$ cat config.mk
export PLATFORM = sky130hd
export DESIGN_NAME = tsrt_div
export DESIGN_NICKNAME = d
export VERILOG_FILES = /design/src/design/tsrt_pkg.sv /design/src/design/tsrt_div.sv
export SDC_FILE = /design/constraint.sdc
export NUM_CORES = 1
export LEC_CHECK = 0
export ABC_AREA = 1
export BUFFER_PORTS_ARGS = -buffer_cell sky130_fd_sc_hd__buf_2
export CAP_MARGIN = 20
export CELL_PAD_IN_SITES_DETAIL_PLACEMENT = 1
export CELL_PAD_IN_SITES_GLOBAL_PLACEMENT = 2
export CORE_ASPECT_RATIO = 0.75
export CORE_UTILIZATION = 30
export DETAILED_ROUTE_END_ITERATION = 10
export PLACE_DENSITY = 0.81
export SLEW_MARGIN = 25
export SYNTH_ARGS = -nofsm -noshare
export SYNTH_HDL_FRONTEND = slang
export SYNTH_SLANG_ARGS = --single-unit
$ cat constraint.sdc
create_clock -name clk -period 2.2 [get_ports clk]
set_clock_uncertainty 0.1 [all_clocks]
set_input_delay 0 -clock clk [delete_from_list [all_inputs] [get_ports clk]]
set_output_delay 0 -clock clk [all_outputs]
set_load 0.02 [all_outputs]
$ cat src/design/tsrt_pkg.sv
// tempo/speed row timer: shared types, codes and constants
// used by tsrt_div and tempo_speed_row_timer_unit; no dependencies
`timescale 1ns / 1ps

package tsrt_pkg;

  // request kinds
  localparam logic [2:0] KIND_TICK   = 3'd0;
  localparam logic [2:0] KIND_STEP   = 3'd1;
  localparam logic [2:0] KIND_EFFECT = 3'd2;
  localparam logic [2:0] KIND_GROOVE = 3'd3;
  localparam logic [2:0] KIND_LOAD   = 3'd4;
  localparam logic [2:0] KIND_WR_ENT = 3'd5;
  localparam logic [2:0] KIND_WR_LEN = 3'd6;

  // configuration register indexes
  localparam logic [2:0] CFG_FRAME_RATE = 3'd0;
  localparam logic [2:0] CFG_SPLIT      = 3'd1;
  localparam logic [2:0] CFG_SONG_TEMPO = 3'd2;
  localparam logic [2:0] CFG_SONG_SPEED = 3'd3;
  localparam logic [2:0] CFG_SONG_GRV   = 3'd4;

  // configuration reset values
  localparam logic [7:0] RST_FRAME_RATE = 8'd60;
  localparam logic [7:0] RST_SPLIT      = 8'd32;
  localparam logic [7:0] RST_SONG_TEMPO = 8'd150;
  localparam logic [7:0] RST_SONG_SPEED = 8'd6;

  localparam int RESET_TEMPO = 150;
  localparam int TEMPO_SCALE = 24;
  localparam int FRAME_SCALE = 60;

  // divider geometry: dividend up to 255*24, divisor up to 255
  localparam int PROD_W    = 13;
  localparam int DIVR_W    = 9;
  localparam int DIV_STEPS = PROD_W;
  localparam int DIV_CNT_W = 4;

  typedef struct packed {
    logic [2:0] kind;
    logic [7:0] param;
    logic [4:0] groove_number;
    logic [6:0] entry_position;
    logic [7:0] groove_length;
  } tsrt_in_t;

  typedef struct packed {
    logic       row_due;
    logic [7:0] current_speed;
    logic [7:0] current_tempo;
    logic       groove_active;
    logic [6:0] groove_position;
  } tsrt_out_t;

  typedef struct packed {
    logic              start;
    logic [PROD_W-1:0] dividend;
    logic [DIVR_W-1:0] divisor;
  } div_req_t;

  typedef struct packed {
    logic              busy;
    logic              done;
    logic [PROD_W-1:0] quotient;
    logic [DIVR_W-1:0] remainder;
  } div_rsp_t;

  typedef enum logic [3:0] {
    ST_IDLE,
    ST_TICK_LOAD,
    ST_TICK_SUB,
    ST_GRV_READ,
    ST_GRV_CHECK,
    ST_SETUP,
    ST_SPD_WAIT,
    ST_POS_START,
    ST_POS_WAIT,
    ST_DONE
  } tsrt_state_t;

  // clamp an 18 bit signed value to the 16 bit range
  function automatic logic signed [15:0] sat16(input logic signed [17:0] v);
    logic signed [15:0] res;
    if (v > 18'sd32767) begin
      res = 16'sh7fff;
    end else if (v < -18'sd32768) begin
      res = 16'sh8000;
    end else begin
      res = v[15:0];
    end
    return res;
  endfunction

endpackage

$ cat src/design/tsrt_div.sv
// tempo/speed row timer: restoring divider, one quotient bit per cycle
// depends on tsrt_pkg
`timescale 1ns / 1ps

module tsrt_div (
  input  logic              clk,
  input  logic              rst_n,
  input  tsrt_pkg::div_req_t req,
  output tsrt_pkg::div_rsp_t rsp
);
  import tsrt_pkg::*;

  logic                 busy_r, busy_nxt;
  logic                 done_r, done_nxt;
  logic [DIV_CNT_W-1:0] cnt_r, cnt_nxt;
  logic [PROD_W-1:0]    quo_r, quo_nxt;
  logic [DIVR_W-1:0]    rem_r, rem_nxt;
  logic [DIVR_W-1:0]    dvs_r, dvs_nxt;
  logic [DIVR_W:0]      trial;
  logic [DIVR_W:0]      diff;
  logic                 ge;

  assign trial = {rem_r, quo_r[PROD_W-1]};
  assign diff  = trial - {1'b0, dvs_r};
  assign ge    = trial >= {1'b0, dvs_r};

  always_comb begin
    busy_nxt = busy_r;
    done_nxt = 1'b0;
    cnt_nxt  = cnt_r;
    quo_nxt  = quo_r;
    rem_nxt  = rem_r;
    dvs_nxt  = dvs_r;
    if (req.start) begin
      busy_nxt = 1'b1;
      cnt_nxt  = '0;
      quo_nxt  = req.dividend;
      rem_nxt  = '0;
      dvs_nxt  = req.divisor;
    end else if (busy_r) begin
      // partial remainder stays below the divisor, so it fits DIVR_W bits
      rem_nxt = ge ? diff[DIVR_W-1:0] : trial[DIVR_W-1:0];
      quo_nxt = {quo_r[PROD_W-2:0], ge};
      cnt_nxt = cnt_r + DIV_CNT_W'(1);
      if (cnt_r == DIV_CNT_W'(DIV_STEPS - 1)) begin
        busy_nxt = 1'b0;
        done_nxt = 1'b1;
      end
    end
  end

  always_ff @(posedge clk) begin
    if (!rst_n) begin
      busy_r <= 1'b0;
      done_r <= 1'b0;
      cnt_r  <= '0;
    end else begin
      busy_r <= busy_nxt;
      done_r <= done_nxt;
      cnt_r  <= cnt_nxt;
    end
  end

  always_ff @(posedge clk) begin
    quo_r <= quo_nxt;
    rem_r <= rem_nxt;
    dvs_r <= dvs_nxt;
  end

  assign rsp.busy      = busy_r;
  assign rsp.done      = done_r;
  assign rsp.quotient  = quo_r;
  assign rsp.remainder = rem_r;

endmodule

# --- After elaboration in Yosys (flattened, before gate mapping) ---
# Index checks and enable logic that the tools add are counted.
totals:
  reg_bits: 37
  input_bits: 25
  output_inout_bits: 24
  elab_cells: 22
classes:
  addsub: 2
  n_lt_le_gt_ge: 1
  eq_ne: 1
  muxes: 7
  bitwise: 2
  reduce_logical: 3
ops:
  columns: ["operator", "count"]
  rows:
  - ["13-bit two-way mux", 2]
  - ["10-bit by 9-bit >= comparator with 1-bit output", 1]
  - ["9-bit two-way mux", 1]
  - ["9-bit subtractor", 1]
  - ["4-bit by 1-bit adder with 4-bit output, second input constant", 1]
  - ["4-bit == test, second input constant", 1]
  - ["1-bit two-way mux", 4]
  - ["3-bit OR reduction", 1]
  - ["1-bit NOT", 2]
  - ["2-bit nonzero test", 1]
  - ["2-bit OR reduction", 1]

# --- Longest topological paths before layout ---
# Gate-level depths: netlist of run 1.
depth:
  word_depth: 4
  mapped_depth: 13
  mapped_depth_nobuf: 13

# --- Least setup slack after synthesis of run 1 ---
# OpenSTA, ideal clock, no wires.
synth_timing:
  path_kind: "register to register"
  from: "register quo_r[12]"
  to: "register quo_r[0], data pin"
  setup_ns: 0.263
  arrival_time_ns: 1.667
  t_required_ns: 1.837
  setup_slack_ns: 0.170
  stages_incl_launch_ff: 12
  path_buffers: 1
  path_cell_list: "edfxtp_1 -> inv_1 -> ha_1 -> inv_1 -> fa_1 -> nand2_1 -> nand2_2 -> nand3_2 -> nand2_2 -> nand2_2 -> buf_6 -> a31oi_1"
synth_between:
  elab_chain_len: 3
synth_rtl:
  columns: ["item", "line_no", "rtl"]
  rows:
  - ["start, declared", "tsrt_div.sv:16", "logic [PROD_W-1:0] quo_r, quo_nxt;"]
  - ["start signal, assigned", "tsrt_div.sv:65", "quo_r <= quo_nxt;"]
  - ["10-bit by 9-bit >= comparator with 1-bit output", "tsrt_div.sv:25", "assign ge = trial >= {1'b0, dvs_r};"]
  - ["13-bit two-way mux", "tsrt_div.sv:40", "end else if (busy_r) begin"]
  - ["13-bit two-way mux", "tsrt_div.sv:34", "if (req.start) begin"]
  - ["named net quo_nxt[0]", "tsrt_div.sv:16", null]
# The timed path passes the listed nets, and every way through them passes these cells. The select of a mux whose other input is x is not followed.
# A chain may end at the register's enable or synchronous reset.

# --- Worst setup path in the final report of run 1 ---
layout_timing:
  from: "register quo_r[12]"
  to: "register rem_r[1]"
layout_between:
  elab_chain_len: 2
  elab_cells_between_ends: 3
layout_rtl:
  columns: ["item", "line_no", "rtl"]
  rows:
  - ["9-bit subtractor or 10-bit by 9-bit >= comparator with 1-bit output (tied branches)", "tsrt_div.sv:24, tsrt_div.sv:25", null]
  - ["9-bit two-way mux *", "tsrt_div.sv:42", "rem_nxt = ge ? diff[DIVR_W-1:0] : trial[DIVR_W-1:0];"]
  - ["end signal, assigned", "tsrt_div.sv:66", "rem_r <= rem_nxt;"]
  - ["end, declared", "tsrt_div.sv:17", "logic [DIVR_W-1:0] rem_r, rem_nxt;"]
# Mark *: on every way between the ends. The rest lies on a longest branch, timed or not.

==> results of run 1 <==
## worst max-delay path by stage
| stage | from | endpoint | slack [ps] |
|---|---|---|---|
| finish | quo_r[12]$_DFFE_PP_ | rem_r[1]$_SDFFE_PP0P_ | 170 |
| global route | quo_r[12]$_DFFE_PP_ | rem_r[2]$_SDFFE_PP0P_ | 20 |
| CTS | quo_r[12]$_DFFE_PP_ | rem_r[1]$_SDFFE_PP0P_ | 60 |
| detailed placement | quo_r[12]$_DFFE_PP_ | rem_r[1]$_SDFFE_PP0P_ | 80 |
| global placement | quo_r[12]$_DFFE_PP_ | rem_r[1]$_SDFFE_PP0P_ | 180 |
| floorplan | quo_r[12]$_DFFE_PP_ | quo_r[0]$_DFFE_PP_ | 170 |
## metal layers
layer | up-vias | share of wire, % | global-route usage (%) | wire, um
li1 | 940 | - | - | -
met1 | 817 | 54 | 24.53 | 2891
met2 | 27 | 43 | 24.80 | 2320
met3 | 2 | 3.0 | 3.438 | 160
met4 | 0 | 0.43 | 2.451 | 23
met5 | - | 0 | 0 | 0
## layout make-up
cell class                 count  area [um^2]  area share, %
clock buffer                   8        90.09          3.340
timing repair buffer          79        530.5          19.67
sequential                    37        960.9          35.62
inverter                      31        116.4          4.314
tap                           81        101.3          3.757
multi-input combinational    170        898.4          33.30
## placed cells by master (no fill, tap or decap), types with 3 or more instances in the layout
master	n
sky130_fd_sc_hd__nand2_1	97
sky130_fd_sc_hd__ha_1	11
sky130_fd_sc_hd__nor2_1	7
sky130_fd_sc_hd__nand2_2	3
sky130_fd_sc_hd__inv_2	3
sky130_fd_sc_hd__inv_1	27
sky130_fd_sc_hd__o21ai_0	3
sky130_fd_sc_hd__nand3_1	17
sky130_fd_sc_hd__edfxtp_1	22
sky130_fd_sc_hd__buf_2	48
sky130_fd_sc_hd__dfxtp_1	15
sky130_fd_sc_hd__nand3b_1	9
sky130_fd_sc_hd__buf_4	8
sky130_fd_sc_hd__dlygate4sd3_1	23
sky130_fd_sc_hd__a21oi_1	8
sky130_fd_sc_hd__clkbuf_8	6
## per-stage QoR
step | hold slack [ps] | instances | area (um^2)
after floorplan | -1.131 | 245 | 2007
after global placement | 76.09 | 375 | 2365
after detailed placement | 78.97 | 375 | 2365
after CTS | 69.85 | 406 | 2685
after global routing | 83.22 | 406 | 2698
final | 75.94 | 406 | 2698
## repair_timing
action,CTS,global route
endpoints found under the hold margin,24,0
hold buffers,23,0
setup endpoints to repair,0,9
gates resized for setup,0,3
## power by group through the flow
stage	Clock, mW	Combinational [mW]	Sequential [mW]
after floorplan	0	0.155	0.861
after global placement	0	0.293	0.826
after detailed placement	0	0.293	0.827
after CTS	0.513	0.326	0.812
after global routing	0.539	0.366	0.817
final	0.490	0.328	0.813
## worst max-delay path, cell delays in order (launching register included)
cell	delay [ps]
sky130_fd_sc_hd__edfxtp_1	380
sky130_fd_sc_hd__inv_1	90
sky130_fd_sc_hd__ha_1	160
sky130_fd_sc_hd__inv_1	60
sky130_fd_sc_hd__fa_2	350
sky130_fd_sc_hd__nand2_1	80
sky130_fd_sc_hd__nand2_2	70
sky130_fd_sc_hd__nand3_2	80
sky130_fd_sc_hd__nand2_2	70
sky130_fd_sc_hd__nand2_4	110
sky130_fd_sc_hd__buf_4	150
sky130_fd_sc_hd__nand3b_1	70
sky130_fd_sc_hd__nand3_1	80
sky130_fd_sc_hd__nand2_1	50
## cell families after synthesis
group / share of synthesized area [%]
xor gates and xnor gates: 1.309
buffers and inverters: 7.980
and+or+nand+nor: 31.48
DFF: 47.88
AOI/OAI and AO/OA: 3.491
adders and majority gates: 7.855
## sequential cells by signal (all words and copies together) (netlist names)
name and count:
busy_r 1, cnt_r 4, done_r 1, dvs_r 9
quo_r 13, rem_r 9
==> results.rst, run 1 <==
.. list-table::
   :header-rows: 1

   * - Metric
     - Value
   * - Result of the run
     - completed
   * - Number of nets with antenna violations after routing
     - 0
   * - Number of setup violations in the final report
     - 0
   * - Root cell of the clock tree
     - sky130_fd_sc_hd__clkbuf_8
   * - Count of distinct cell types in the synthesized netlist
     - 29
   * - Die ar.
     - 7024 um^2
   * - #FFs+latches synth
     - 37
   * - Average cell area after synthesis
     - 8.192 um^2
   * - Syn Nets
     - 282
   * - P per Cell Area
     - 604.5 nW/um^2
   * - Sort of element at the end of the critical path
     - flip-flop
   * - Switching Share
     - 27.75%
   * - Largest area contributor in the netlist
     - sky130_fd_sc_hd__edfxtp_1
   * - Source of the worst register-to-register timing path
     - quo_r[12]$_DFFE_PP_
   * - Worst setup SP type
     - flip-flop
   * - Portion of total power attributed to sequential cells
     - 49.9%
   * - HPWL after detailed placement
     - 3896 um
   * - Setup total negative slack
     - 0 ps
   * - Slew at the pin closest to its max-slew limit
     - 539.3 ps
   * - Number of flops mapped to enable cells by yosys
     - 22
   * - Mean routed wirelength per cell
     - 13.29 um
   * - Routed wire length
     - 5395 um
   * - Final Cycle Share
     - 92.20%
   * - Number of cells produced by synthesis
     - 245
   * - Number of clock sinks
     - 37
   * - Post-CTS setup buffer count
     - 0
   * - Filler Cells Inserted
     - 809
   * - Warnings, synthesis
     - 0
   * - Effective utilization at floorplan
     - 31.45%
   * - Iteration count of the initial detailed-routing pass
     - 4
   * - Number of pins exceeding their max-slew limit in the final report
     - 0
   * - Count of unresolved DRC violations after routing
     - 0
   * - Arrival time of data at the critical path endpoint
     - 2110 ps
   * - Most instantiated library cell after synthesis
     - sky130_fd_sc_hd__nand2_1
   * - Clock buffers created by TritonCTS
     - 5
   * - Peak supply drop
     - 0.3127 mV
   * - Number of core rows
     - 25
   * - Proportion of layout cells with a drive suffix above 1
     - 23.69%
   * - Data required time of the worst path
     - 2280 ps
   * - Critical setup path kind
     - flip-flop to flip-flop
   * - Total Power
     - 1.631 mW
   * - Source of the worst hold timing path
     - req[22]
   * - Number of violations of the max-capacitance limit
     - 0
   * - Portion of the post-synthesis area used by sequential elements
     - 47.88%
   * - Violation count after the first detailed-routing iteration
     - 58
   * - Cell leakage power
     - 1.386 nW
   * - Achievable frequency
     - 493.0 MHz
   * - Post-route core utilization
     - 42.27%
   * - Aggregate global routing overflow
     - 0
   * - List of most frequent post-synthesis cells
     - sky130_fd_sc_hd__nand2_1 (97), sky130_fd_sc_hd__inv_1 (27), sky130_fd_sc_hd__edfxtp_1 (22)
   * - Internal power
     - 1.178 mW
   * - Worst-path clk slew
     - 80 ps
   * - Clock insertion delay at the later pin of the skew report
     - 280 ps
   * - Maximum fanout along the worst path
     - 7
   * - Register-to-Register Path Depth
     - 13
   * - Relative area change from synthesis to final layout
     - 34.41%
   * - Core area
     - 6381 um^2
   * - Height of the die
     - 72.83 um
   * - Total routing resource utilization after global routing
     - 16.44%
   * - Htree depth
     - 2
   * - Net switching power of the design
     - 0.4525 mW
   * - Antenna diode count
     - 0
   * - Internal reg-to-reg setup slack
     - 170 ps
   * - TritonCTS clock tree
     - yes
   * - Buffers added on ports
     - 48
   * - Type of the worst min-delay path
     - input port to flip-flop
   * - Post-Syn Area
     - 2007 um^2
   * - Die span in x
     - 96.45 um
   * - Worst-case clock buffer depth
     - 2
   * - Global-route wire length before repair
     - 8625 um
   * - Top post-synthesis cells by area
     - sky130_fd_sc_hd__edfxtp_1 (33%), sky130_fd_sc_hd__nand2_1 (18%), sky130_fd_sc_hd__dfxtp_1 (15%)
   * - Largest net degree at the start of global routing
     - 16
   * - Endpoint with the worst hold slack
     - quo_r[3]$_DFFE_PP_
   * - Final Worst Setup Slack
     - 171.5 ps
   * - Ratio of routed vias to standard cells
     - 4.399
   * - Worst slew margin relative to its limit
     - 64.01%
   * - Endpoint of the most critical register-to-register path
     - rem_r[1]$_SDFFE_PP0P_
   * - Most used flip-flop cell after synthesis
     - sky130_fd_sc_hd__edfxtp_1
   * - GPL Wtd Cong
     - 0.8411
   * - Number of antenna violations at the first check in global routing
     - 0
   * - Pre-CTS WS
     - 75.07 ps
   * - Fraction of synthesized cell area taken by the top area cell type
     - 32.92%
   * - Setup repair after global routing missed its margin
     - false
   * - Number of cells traversed by the worst hold path
     - 3
   * - Min Tclk post-route
     - 2028 ps
   * - Number of global-route vias before repair
     - 1762
   * - Hold Vio Cnt, Final
     - 0
   * - Num ports
     - 49
   * - Clk pwr share
     - 30.0%
   * - Part of the total power dissipated in combinational logic
     - 20.1%
   * - Fraction of registers with async set or reset after synthesis
     - 0%
   * - Net count, final
     - 361
   * - Total number of vias
     - 1786
Note: power is estimated with default switching activity, not from simulation.
==> run 2, diff against run 1 <==
- ABC_AREA: 1 -> not set
- CORE_UTILIZATION: 30 -> 34
- PLACE_DENSITY: 0.81 -> 0.82
==> results.rst, run 2 <==
.. list-table::
   :header-rows: 1

   * - Metric
     - Value
   * - Result of the run
     - finished with violations
   * - Failing checks
     - setup timing
   * - List of most frequent post-synthesis cells
     - sky130_fd_sc_hd__edfxtp_1 (22), sky130_fd_sc_hd__dfxtp_1 (15), sky130_fd_sc_hd__nor2_1 (15)
   * - Number of pins exceeding their max-slew limit in the final report
     - 0 (unchanged)
   * - Root cell of the clock tree
     - sky130_fd_sc_hd__clkbuf_8
   * - Num ports
     - 49 (unchanged)
   * - Sort of element at the end of the critical path
     - flip-flop
   * - Min Tclk post-route
     - 2497 ps (+468.3 ps)
   * - Parity-gate share of the synthesized area counting xor and xnor cells
     - 4.015% (+2.7 points)
   * - Largest net degree at the start of global routing
     - 38 (+22)
   * - TritonCTS clock tree
     - yes
   * - Buffers added on ports
     - 48 (unchanged)
   * - Mean routed wirelength per cell
     - 15.16 um (+14%)
   * - Fraction of registers with async set or reset after synthesis
     - 0% (unchanged)
   * - Internal reg-to-reg setup slack
     - -300 ps (-470 ps)
   * - Number of cells produced by synthesis
     - 170 (-31%)
   * - Effective utilization at floorplan
     - 36.09% (+4.6 points)
   * - Total number of vias
     - 1624 (-9.1%)
   * - Number of core rows
     - 23 (-8.0%)
   * - Post-route standard cell area excluding fillers
     - 2851 um^2 (+5.7%)
   * - Met1 Use GR
     - 22.88% (-1.6 points)
   * - Arrival time of data at the critical path endpoint
     - 2560 ps (+450 ps)
   * - Violation count after the first detailed-routing iteration
     - 49 (-16%)
   * - Arithmetic-cell share of the synthesized area counting full adders, half adders and majority gates
     - 8.031% (+0.18 points)
   * - Achievable frequency
     - 400.5 MHz (-19%)
   * - Slew at the pin closest to its max-slew limit
     - 725.4 ps (+186.1 ps)
   * - Cell leakage power
     - 1.282 nW (-7.5%)
   * - Number of antenna violations at the first check in global routing
     - 0 (unchanged)
   * - HPWL after detailed placement
     - 3601 um (-7.6%)
   * - Clock insertion delay at the later pin of the skew report
     - 300 ps (+20 ps)
   * - Clock buffers created by TritonCTS
     - 5 (unchanged)
   * - Critical setup path kind
     - flip-flop to flip-flop
   * - Warnings, synthesis
     - 0 (unchanged)
   * - Largest area contributor in the netlist
     - sky130_fd_sc_hd__edfxtp_1
   * - Count of distinct cell types in the synthesized netlist
     - 43 (+48%)
   * - Largest registers
     - quo_r x13, dvs_r x9, rem_r x9
   * - Fraction of synthesized cell area taken by the top area cell type
     - 33.65% (+0.73 points)
   * - Global-route wire length before repair
     - 8190 um (-5.0%)
   * - Aggregate global routing overflow
     - 0 (unchanged)
   * - Post-placement cell area
     - 2439 um^2 (+3.1%)
   * - Multiplexer share of the synthesized area
     - 10.01% (+10 points)
   * - Antenna diode count
     - 0 (unchanged)
   * - Number of cells traversed by the worst hold path
     - 1 (-2)
   * - Reg with most FFs
     - quo_r
   * - Portion of the post-synthesis area used by sequential elements
     - 48.95% (+1.1 points)
   * - Final Worst Setup Slack
     - -296.8 ps (-468.3 ps)
   * - Post-Syn Area
     - 1963 um^2 (-2.2%)
   * - Final Cycle Share
     - 113.5% (+21 points)
   * - Filler Cells Inserted
     - 599 (-26%)
   * - Peak supply drop
     - 0.3667 mV (+17%)
   * - Number of flip-flops under the largest register name
     - 13 (unchanged)
   * - P per Cell Area
     - 758.2 nW/um^2 (+25%)
   * - Most used flip-flop cell after synthesis
     - sky130_fd_sc_hd__edfxtp_1
   * - Largest stage delay on the critical path
     - 410 ps (+30 ps)
   * - Dominant combinational cell family by area after synthesis
     - simple AND/OR/NAND/NOR gates
   * - Average cell area after synthesis
     - 11.55 um^2 (+41%)
   * - Hold Vio Cnt, Final
     - 0 (unchanged)
   * - Worst setup SP type
     - flip-flop
   * - Synth Area in Simple Gates
     - 11.85% (-20 points)
   * - Number of global-route vias before repair
     - 1666 (-5.4%)
   * - Die span in x
     - 89.74 um (-7.0%)
   * - Setup total negative slack
     - -2487 ps (-2487 ps)
   * - Number of setup violations in the final report
     - 10 (+10)
   * - Crit path buf inv count
     - 4 (+1)
   * - Endpoint with the worst hold slack
     - dvs_r[2]$_DFFE_PP_
   * - Routed wire length
     - 5168 um (-4.2%)
   * - Ratio of routed vias to standard cells
     - 4.762 (+8.3%)
   * - Total Power
     - 2.162 mW (+33%)
   * - Proportion of layout cells with a drive suffix above 1
     - 43.23% (+20 points)
   * - Total routing resource utilization after global routing
     - 17.87% (+1.4 points)
   * - Number of clock sinks
     - 37 (unchanged)
   * - Global routing's busiest layer
     - met2
   * - Type of the worst min-delay path
     - input port to flip-flop
   * - Most instantiated library cell after synthesis
     - sky130_fd_sc_hd__edfxtp_1
   * - Relative area change from synthesis to final layout
     - 45.25%
   * - Iteration count of the initial detailed-routing pass
     - 4 (unchanged)
   * - #FFs+latches synth
     - 37 (unchanged)
   * - Cell at the slowest stage of the critical path
     - sky130_fd_sc_hd__edfxtp_1
   * - Setup repair after global routing missed its margin
     - true
   * - Cells along the critical path
     - inv_1 -> ha_2 -> inv_2 -> fa_2 -> a211oi_4 -> o31ai_4 -> a211oi_4 -> buf_4 -> buf_4 -> a311o_2 -> a31oi_1
   * - Most common library cell in the layout ignoring fill and taps
     - sky130_fd_sc_hd__buf_2
   * - Number of flops mapped to enable cells by yosys
     - 22 (unchanged)
   * - Source of the worst register-to-register timing path
     - quo_r[12]$_DFFE_PP_
   * - Die ar.
     - 6085 um^2 (-13%)
   * - Number of nets with antenna violations after routing
     - 0 (unchanged)
   * - Register-to-Register Path Depth
     - 11 (-2)
   * - Crit path from
     - quo_r[12]$_DFFE_PP_
   * - Net count, final
     - 302 (-16%)
   * - Core area
     - 5439 um^2 (-15%)
   * - Syn Nets
     - 207 (-27%)
   * - Source of the worst hold timing path
     - req[22]
   * - Htree depth
     - 2 (unchanged)
   * - Worst slew margin relative to its limit
     - 51.64% (-12 points)
   * - Worst-path clk slew
     - 80 ps (about the same)
   * - Maximum fanout along the worst path
     - 4 (-3)
   * - Worst-case clock buffer depth
     - 2 (unchanged)
   * - Data required time of the worst path
     - 2270 ps (about the same)
   * - Count of unresolved DRC violations after routing
     - 0 (unchanged)
   * - Share of the synthesized area in compound gates (AO/OA/AOI/OAI)
     - 11.41% (+7.9 points)
   * - Number of violations of the max-capacitance limit
     - 0 (unchanged)
   * - Commonest cells after routing, fill and taps aside
     - sky130_fd_sc_hd__buf_2 (48), sky130_fd_sc_hd__buf_4 (24), sky130_fd_sc_hd__dlygate4sd3_1 (23), sky130_fd_sc_hd__edfxtp_1 (22)
   * - Endpoint of the most critical register-to-register path
     - rem_r[5]$_SDFFE_PP0P_
   * - GPL Wtd Cong
     - 0.7431 (-12%)
   * - Met3 Usage GRT
     - 4.167% (+0.73 points)
   * - Crit path max-delay family
     - compound AO/OA/AOI/OAI gates
   * - Top post-synthesis cells by area
     - sky130_fd_sc_hd__edfxtp_1 (34%), sky130_fd_sc_hd__dfxtp_1 (15%), sky130_fd_sc_hd__mux2_2 (7.5%)
   * - Height of the die
     - 67.81 um (-6.9%)
   * - GRT met2 Usage
     - 31.06% (+6.3 points)
run 2: timing repair:
| item | CTS | global route |
|---|---|---|
| pin swaps | 6 | 6 |
| hold buffers | 23 | 0 |
| setup buffers | 3 | 1 |
| hold endpoints to repair | 27 | 0 |
| gates resized for setup | 6 | 2 |
| setup endpoints to repair | 10 | 10 |
run 2: routing by layer:
layer	wire, um	part of all wire (%)
met5	0	0
met1	2405	47
met4	38	0.74
met3	124	2.4
met2	2601	50
run 2: worst register-to-register path: stages (launching register included):
cell,delay (ps)
sky130_fd_sc_hd__edfxtp_1,410
sky130_fd_sc_hd__inv_1,80
sky130_fd_sc_hd__ha_2,180
sky130_fd_sc_hd__inv_2,40
sky130_fd_sc_hd__fa_2,360
sky130_fd_sc_hd__a211oi_4,270
sky130_fd_sc_hd__o31ai_4,110
sky130_fd_sc_hd__a211oi_4,330
sky130_fd_sc_hd__buf_4,190
sky130_fd_sc_hd__buf_4,100
sky130_fd_sc_hd__a311o_2,170
sky130_fd_sc_hd__a31oi_1,50
run 2: how the worst max path moves through the flow:
stage	end	cells after the start
floorplan	quo_r[0]$_DFFE_PP_	10
global placement	rem_r[4]$_SDFFE_PP0P_	10
detailed placement	rem_r[4]$_SDFFE_PP0P_	10
CTS	rem_r[4]$_SDFFE_PP0P_	10
global route	rem_r[6]$_SDFFE_PP0P_	10
finish	rem_r[5]$_SDFFE_PP0P_	11
run 2: power breakdown:
part / internal, mW / switching, mW
Combinational: 0.318 / 0.326
Clock: 0.411 / 0.269
Sequential: 0.802 / 0.0359
run 2: metrics by stage:
step	instances	worst slack [ps]	hold slack, ps	utilization, %
after global placement	307	-258.1	76.24	44.84
after floorplan	170	-437.1	-1.131	-
final	341	-296.8	204.6	52.43
after detailed placement	307	-353.3	78.88	44.84
after CTS	341	-305.5	236.9	52.17
after global routing	341	-395.3	243.6	52.43
run 2: area by class of cell:
cell class              instances  area, um^2  share of cell area [%]
multi-input cells             109       927.1                   32.51
repair buffers                 98       684.4                   24.00
clock inverters                 2       38.79                   1.360
inverters                      14       52.55                   1.843
well taps                      75       93.84                   3.291
clock buffers                   6       93.84                   3.291
flip-flops and latches         37       960.9                   33.70
run 2: cell families (layout without fill, tap and decap cells):
| family | Yosys count | after routing |
|---|---|---|
| adders and majority gates | 12 | 12 |
| muxes | 18 | 18 |
| AOI/OAI and AO/OA | 27 | 27 |
| buffers and inverters | 24 | 120 |
| xor gates and xnor gates | 9 | 9 |
| DFF | 37 | 37 |
| and+or+nand+nor | 43 | 43 |
